`src/hdl/rc_pkg.sv`:
```
// ----------------------------------------------------------------------------
// Repetitive controller package
// Shared field widths, payload structs, register codes and the control and
// status structs of the serial multiply-accumulate unit.
// ----------------------------------------------------------------------------
package rc_pkg;

  localparam int PHASE_W   = 16;
  localparam int SAMPLE_W  = 16;
  localparam int ERR_W     = SAMPLE_W + 1;
  localparam int VAL_W     = 24;
  localparam int COEF_W    = 16;
  localparam int OPND_W    = VAL_W + 1;
  localparam int ACC_W     = 44;
  localparam int FRAC_SH   = 14;
  localparam int RND_W     = ACC_W - FRAC_SH;
  localparam int LEN_CFG_W = 9;
  localparam int K_W       = 10;
  localparam int CFG_W     = 24;
  localparam int CFG_IDX_W = 3;

  // Register values after reset.
  localparam logic [LEN_CFG_W-1:0]     BUFLEN_RST  = 9'd256;
  localparam logic signed [K_W-1:0]    DELAY_RST   = 10'sd0;
  localparam logic signed [COEF_W-1:0] GAIN_RST    = 16'sd0;
  localparam logic signed [COEF_W-1:0] WCENTER_RST = 16'sd16384;
  localparam logic signed [COEF_W-1:0] WNEAR_RST   = 16'sd0;
  localparam logic signed [COEF_W-1:0] WFAR_RST    = 16'sd0;
  localparam logic signed [VAL_W-1:0]  AMAX_RST    = 24'sh7FFFFF;
  localparam logic signed [VAL_W-1:0]  AMIN_RST    = 24'sh800000;

  typedef enum logic [CFG_IDX_W-1:0] {
    REG_BUFFER_LENGTH,
    REG_DELAY_COMP,
    REG_GAIN,
    REG_WEIGHT_CENTER,
    REG_WEIGHT_NEAR,
    REG_WEIGHT_FAR,
    REG_ACCUM_MAX,
    REG_ACCUM_MIN
  } cfg_reg_t;

  typedef struct packed {
    logic        [PHASE_W-1:0]  phase;
    logic signed [SAMPLE_W-1:0] reference;
    logic signed [SAMPLE_W-1:0] feedback;
  } sample_t;

  typedef struct packed {
    logic signed [VAL_W-1:0] drive;
    logic                    updated;
  } result_t;

  typedef struct packed {
    logic                     load;
    logic                     clear;
    logic signed [COEF_W-1:0] coef;
    logic signed [OPND_W-1:0] mcand;
  } mac_ctrl_t;

  typedef struct packed {
    logic                    busy;
    logic signed [ACC_W-1:0] acc;
  } mac_stat_t;

endpackage

```
`src/hdl/rc_mac.sv`:
```
// ----------------------------------------------------------------------------
// Serial multiply-accumulate unit
// Consumes the coefficient one bit per cycle, least significant first, and
// adds the shifted multiplicand into a wide accumulator (subtracts it for the sign bit).
// ----------------------------------------------------------------------------
module rc_mac (
  input  logic              clk,
  input  logic              rst,
  input  rc_pkg::mac_ctrl_t ctrl,
  output rc_pkg::mac_stat_t stat
);
  import rc_pkg::*;

  localparam int CNT_W = $clog2(COEF_W);

  logic [COEF_W-1:0]       coef_sr;
  logic signed [ACC_W-1:0] mcand_sr;
  logic signed [ACC_W-1:0] acc;
  logic signed [ACC_W-1:0] addend;
  logic [CNT_W-1:0]        bit_cnt;
  logic                    busy;
  logic                    last_bit;

  assign addend   = coef_sr[0] ? mcand_sr : '0;
  assign last_bit = (bit_cnt == CNT_W'(COEF_W - 1));

  always_ff @(posedge clk) begin
    if (rst) begin
      busy    <= 1'b0;
      bit_cnt <= '0;
    end else if (ctrl.load) begin
      busy    <= 1'b1;
      bit_cnt <= '0;
    end else if (busy) begin
      bit_cnt <= bit_cnt + 1'b1;
      if (last_bit) begin
        busy <= 1'b0;
      end
    end
  end

  // The sign bit of the coefficient carries negative weight, so it subtracts.
  always_ff @(posedge clk) begin
    if (ctrl.load) begin
      coef_sr  <= ctrl.coef;
      mcand_sr <= ACC_W'(ctrl.mcand);
      if (ctrl.clear) begin
        acc <= '0;
      end
    end else if (busy) begin
      coef_sr  <= coef_sr >> 1;
      mcand_sr <= mcand_sr <<< 1;
      acc      <= last_bit ? acc - addend : acc + addend;
    end
  end

  assign stat.busy = busy;
  assign stat.acc  = acc;

endmodule

```
`config.mk`:
```
export PLATFORM = sky130hd
export DESIGN_NAME = rc_mac
export DESIGN_NICKNAME = d
export VERILOG_FILES = /design/src/hdl/rc_pkg.sv /design/src/hdl/rc_mac.sv
export SDC_FILE = /design/constraint.sdc
export NUM_CORES = 1
export LEC_CHECK = 0
export BUFFER_PORTS_ARGS = -buffer_cell sky130_fd_sc_hd__buf_4
export CAP_MARGIN = 20
export CELL_PAD_IN_SITES_DETAIL_PLACEMENT = 2
export CELL_PAD_IN_SITES_GLOBAL_PLACEMENT = 2
export CORE_MARGIN = 2
export CORE_UTILIZATION = 38
export CTS_CLUSTER_SIZE = 16
export DETAILED_ROUTE_END_ITERATION = 10
export GPL_ROUTABILITY_DRIVEN = 1
export PLACE_DENSITY = 0.84
export REMOVE_ABC_BUFFERS = 1
export SLEW_MARGIN = 20
export SYNTH_ARGS = -nofsm -noshare
export SYNTH_HDL_FRONTEND = slang
export SYNTH_SLANG_ARGS = --single-unit
```
`constraint.sdc`:
```
create_clock -name clk -period 5.66 [get_ports clk]
set_clock_uncertainty 0.05 [all_clocks]
set_input_delay 0 -clock clk [delete_from_list [all_inputs] [get_ports clk]]
set_output_delay 0 -clock clk [all_outputs]
set_load 0.01 [all_outputs]
```
Word-level counts from Yosys, hierarchy flattened
Index checks and enable logic that the tools add are counted.
Widths: inputs -> output; s select.

word-level totals
  register bits = 109
  word-level logic and storage cells = 25
  bits of input ports = 45
  output and inout port bits = 45

operators by class
  eq/ne operators = 2
  add/subtract/negate cells = 3
  multiplexer cells = 12
  reductions and logical operators = 3

operators with widths
  cell                 count
  $mux 44              7
  $add 44x44->44       1
  $sub 44x44->44       1
  $mux 16              2
  $add 4x1->4 const B  1
  $eq 4x4->1 const B   1
  $mux 1               3
  $ne 2x2->1 const B   1
  $reduce_and 2->1     1
  $reduce_bool 2->1    1
  $reduce_or 2->1      1

Logic depth before layout (Yosys ltp)
  depth in word-level cells = 5
  gate-level depth with buffers = 22
  mapped depth without buffers = 18

Least setup slack after synthesis
Ideal clock, no wire load.

  kind = register -> register
  start = reg coef_sr[0]
  end = reg acc[40], data pin
  slack = 819 ps
  library setup time = 262 ps
  buffers on the path = 4
  data required time = 5348 ps
  data arrival time = 4529 ps
  cell stages (with the launch flop) = 22
  period minus slack after synthesis = 4841 ps
  cell sequence = edfxtp_1 clkbuf_1 buf_1 buf_1 nand2_1 ha_1 o21ai_0 a21oi_1 a21o_1 buf_4 o31a_2 nand3_1 o21ai_0 a21oi_1 ha_1 nand2_1 nor2_1 or3b_2 or4_1 o211ai_2 o31a_1 mux2_1

between the ends
  word-level cells in the longest chain between the ends = 5
  elaborated cells on any way between the ends = 6
  those cells by class = add/sub (2); mux (4)

ends and longest elaborated chain
  element                                           line          RTL
  start: declaration                                rc_mac.sv:16  logic [COEF_W-1:0] coef_sr;
  start signal: assignment                          rc_mac.sv:45  coef_sr <= ctrl.coef;
  start signal: assignment                          rc_mac.sv:51  coef_sr <= coef_sr >> 1;
  $mux 44 *                                         rc_mac.sv:24  assign addend = coef_sr[0] ? mcand_sr : '0;
  $add 44x44->44 or $sub 44x44->44 (tied branches)  rc_mac.sv:53  acc <= last_bit ? acc - addend : acc + addend;
  $mux 44 *                                         rc_mac.sv:53
  $mux 44 *                                         rc_mac.sv:50  end else if (busy) begin
  $mux 44 *                                         rc_mac.sv:44  if (ctrl.load) begin
  end signal: assignment                            rc_mac.sv:53
  end: declaration                                  rc_mac.sv:18  logic signed [ACC_W-1:0] acc;

Mark *: on every way between the ends. The rest lies on a longest branch, timed or not. The select of a mux whose other input is x is not followed.
A chain may end at the register's enable or synchronous reset.

Worst setup path in the final report
  start = reg coef_sr[0]
  end = reg acc[41], data pin

The elaborated chain is that of the path after synthesis.

==> results.cfg <==
[floorplanning]
rows = 53
fp.dieH_um = 148.9
fp.coreArea_um2 = 20820
dieArea_um2 = 22170
dieWidth_um = 148.9
ios = 90
initial_core_util_pct = 38.32

[route]
wirelength_um = 26570
dr.pass1.iters = 4
num_vias = 6983
routedWlPerCell_um = 21.53
drtAntennaViolNets = 0
post-route-drc-count = 0
viasPerCell = 5.659
drt_iter0_drc = 336

[synthesis]
yosysTopAreaCell = edfxtp_1
syn_area_um2 = 7979
synth_top_area_share_pct = 39.14
syn_inst = 847
ys_async_sr_fraction_pct = 0
yosysWarnings = 0
synth_edf_count = 104
ys_top_cells_by_area = edfxtp_1 39%, ha_1 7.1%, mux2_2 6.9%
synth_flop_cell = edfxtp_1
syn_avg_cell_area_um2 = 9.420
ys_seq_area_share_pct = 40.40
ys_types = 62
ys_ff_latch = 109

[pwr]
p_per_area_nw_per_um2 = 352.0
p_leak_nw = 3.853
ir_drop_uv = 157.3

[worst_setup_path]
cp-end-kind = flip-flop
critical-path-max-stage-delay_ps = 420
slowest_stage = edfxtp_1
startpoint_type = flip-flop
worstPathRequired_ps = 5740
criticalPathCategory = flip-flop to flip-flop
crit_chain = buf_4 -> nand2_1 -> ha_1 -> o21ai_0 -> a21oi_1 -> a21o_1 -> o31a_2 -> o21a_1 -> o21ai_0 -> a32o_1 -> ha_1 -> a21o_1 -> a21oi_1 -> o21bai_1 -> a31oi_1 -> nor2_1 -> or3_1 -> a41oi_1 -> mux2_2
crit_arrival_ps = 5190
crit_path_max_fanout = 19

[timing]
period_needed_ps = 5112
finalHoldViolations = 0
grt_setup_unrepaired = false
hold_ws_ps = 105.9
tns_ps = 0
setup_ws_ps = 547.8
worst_pin_slew_ps = 960.4
relSlewSlack_pct = 35.97
period_share_pct = 90.32
slew_violations = 0
fmaxAchievable_mhz = 195.6
setup_viol = 0

[clocking]
clock_path_buffers = 2
clock-sinks = 109
htree_num_levels = 3
cts_tree = done
cts_buffers = 9
path_clk_slew_ps = 90
ctsResizeCount = 0
clock_latency_ps = 370
cts_root_buffer = clkbuf_16

[outcome]
status = complete, no violations

[flow_run]
max-cap-violations = 0

[global_route]
grt_overflow = 0
grt_pass1_vias = 7575
grt_first_pass_wirelength_um = 42430
grt_max_degree = 83
antenna_found_initial = 0
track_usage_pct = 24.59

[finish]
fillers = 2258
final_area_um2 = 9600
area_growth_pct = 20.32
drive_above_1_share_pct = 18.04
antenna_cells = 0
nNetsFinal = 1045
layout.cells.non_filler = 1234

[place]
portBuffers = 89
place.gp.congestion = 0.8328
placed_cells = 1177
postPlaceCellArea_um2 = 8876
dpl.hpwl_um = 18470
dp_slack_ps = 644.3

[min_path]
hp-class = input port to flip-flop
-- synthesized netlist by cell type, types with 8 or more instances --
master and instances:
edfxtp_1 104, nand2_1 81, nor2_1 70, a21oi_1 69, o21ai_0 65, mux2_2 49, ha_1 45, inv_1 35
xnor2_1 34, clkbuf_1 30, a21o_1 23, nor3_1 22, xor2_1 21, nand3_1 18, nor2b_1 15, a31oi_1 12
o21a_1 12, nand4_1 11, nor4_1 10, and3_1 8, o31ai_1 8
-- where the power goes --
group / switching, mW / internal (mW)
registers: 0.105 / 1.05
clock network: 0.367 / 0.322
logic: 0.902 / 0.631
-- per-stage QoR --
| stage | util [%] | total power, mW |
|---|---|---|
| floorplan | - | 2.147 |
| global placement | 42.63 | 2.578 |
| detailed placement | 42.63 | 2.646 |
| CTS | 46.11 | 3.373 |
| global route | 46.11 | 3.591 |
| finish | 46.11 | 3.380 |
-- what timing repair did --
action | 4_1_cts | 5_1_grt
endpoints found under the hold margin | 45 | 0
hold buffers | 41 | 0
buffers inserted | 0 | 0
-- critical path, delay by kind of cell, from the launching register on --
kind	cells	cell delay, ps
AOI/OAI and AO/OA	12	2720
adders and majority gates	2	560
buffers and inverters	1	220
DFF	1	420
muxes	1	370
and+or+nand+nor	3	500
-- final timing paths --
| check | startpoint | to | slack [ps] | cells after the start |
|---|---|---|---|---|
| max reg2reg | coef_sr[0] | acc[41] | 550 | 19 |
| min reg2reg | coef_sr[12] | coef_sr[11] | 500 | 1 |
| max | coef_sr[0] | acc[41] | 550 | 19 |
| min | ctrl[42] | acc[0] | 110 | 2 |
-- flip-flops by register name, summed over array words and instances, names as in the netlist --
name and cells:
busy 1, bit_cnt 4, mcand_sr 44, acc 44, coef_sr 16
-- layout by cell type, fill, tap and decap left out, types with 6 or more instances in the layout --
cell,n
nor3_1,22
o211ai_1,7
o31ai_1,8
nand2_1,81
xor2_1,21
o21a_1,12
a21oi_1,69
and2_1,7
o21ai_0,65
nor2_1,70
and3_1,8
clkbuf_16,9
buf_4,97
nor2b_1,15
a41oi_1,7
nor4_1,10
dlygate4sd3_1,41
or3_1,6
edfxtp_1,104
xnor2_1,34
a21o_1,23
inv_1,35
mux2_2,49
ha_1,45
nand3_1,18
a31oi_1,12
nand4_1,11
-- cell type report --
class,instances,area [um2],area share [%]
multi-input cells,660,4446,46.31
flip-flops and latches,109,3223,33.57
repair buffers,138,1139,11.86
well taps,275,344.1,3.584
clock buffers,9,225.2,2.346
inverters,36,135.1,1.408
clock inverters,7,88.84,0.9253
-- layer usage --
metal	GRT usage (%)	vias up	part of all wire, %
met5	0	-	0
met4	4.619	0	1.3
met3	3.823	22	3.0
met2	43.04	119	50
li1	-	3351	-
met1	32.44	3491	46
-- cell families (layout without fill, tap and decap cells) --
group                    after synthesis  after routing  synth area share [%]
AND/OR/NAND/NOR                      265            265                 15.70
multiplexers                          52             52                 7.308
adder cells (fa/ha/maj)               46             46                 7.308
buffers and inverters                 78            190                 3.889
flip-flops                           109            109                 40.40
AO/OA/AOI/OAI                        242            242                 19.37
XOR/XNOR                              55             55                 6.037
(Power assumes the default switching activity.)
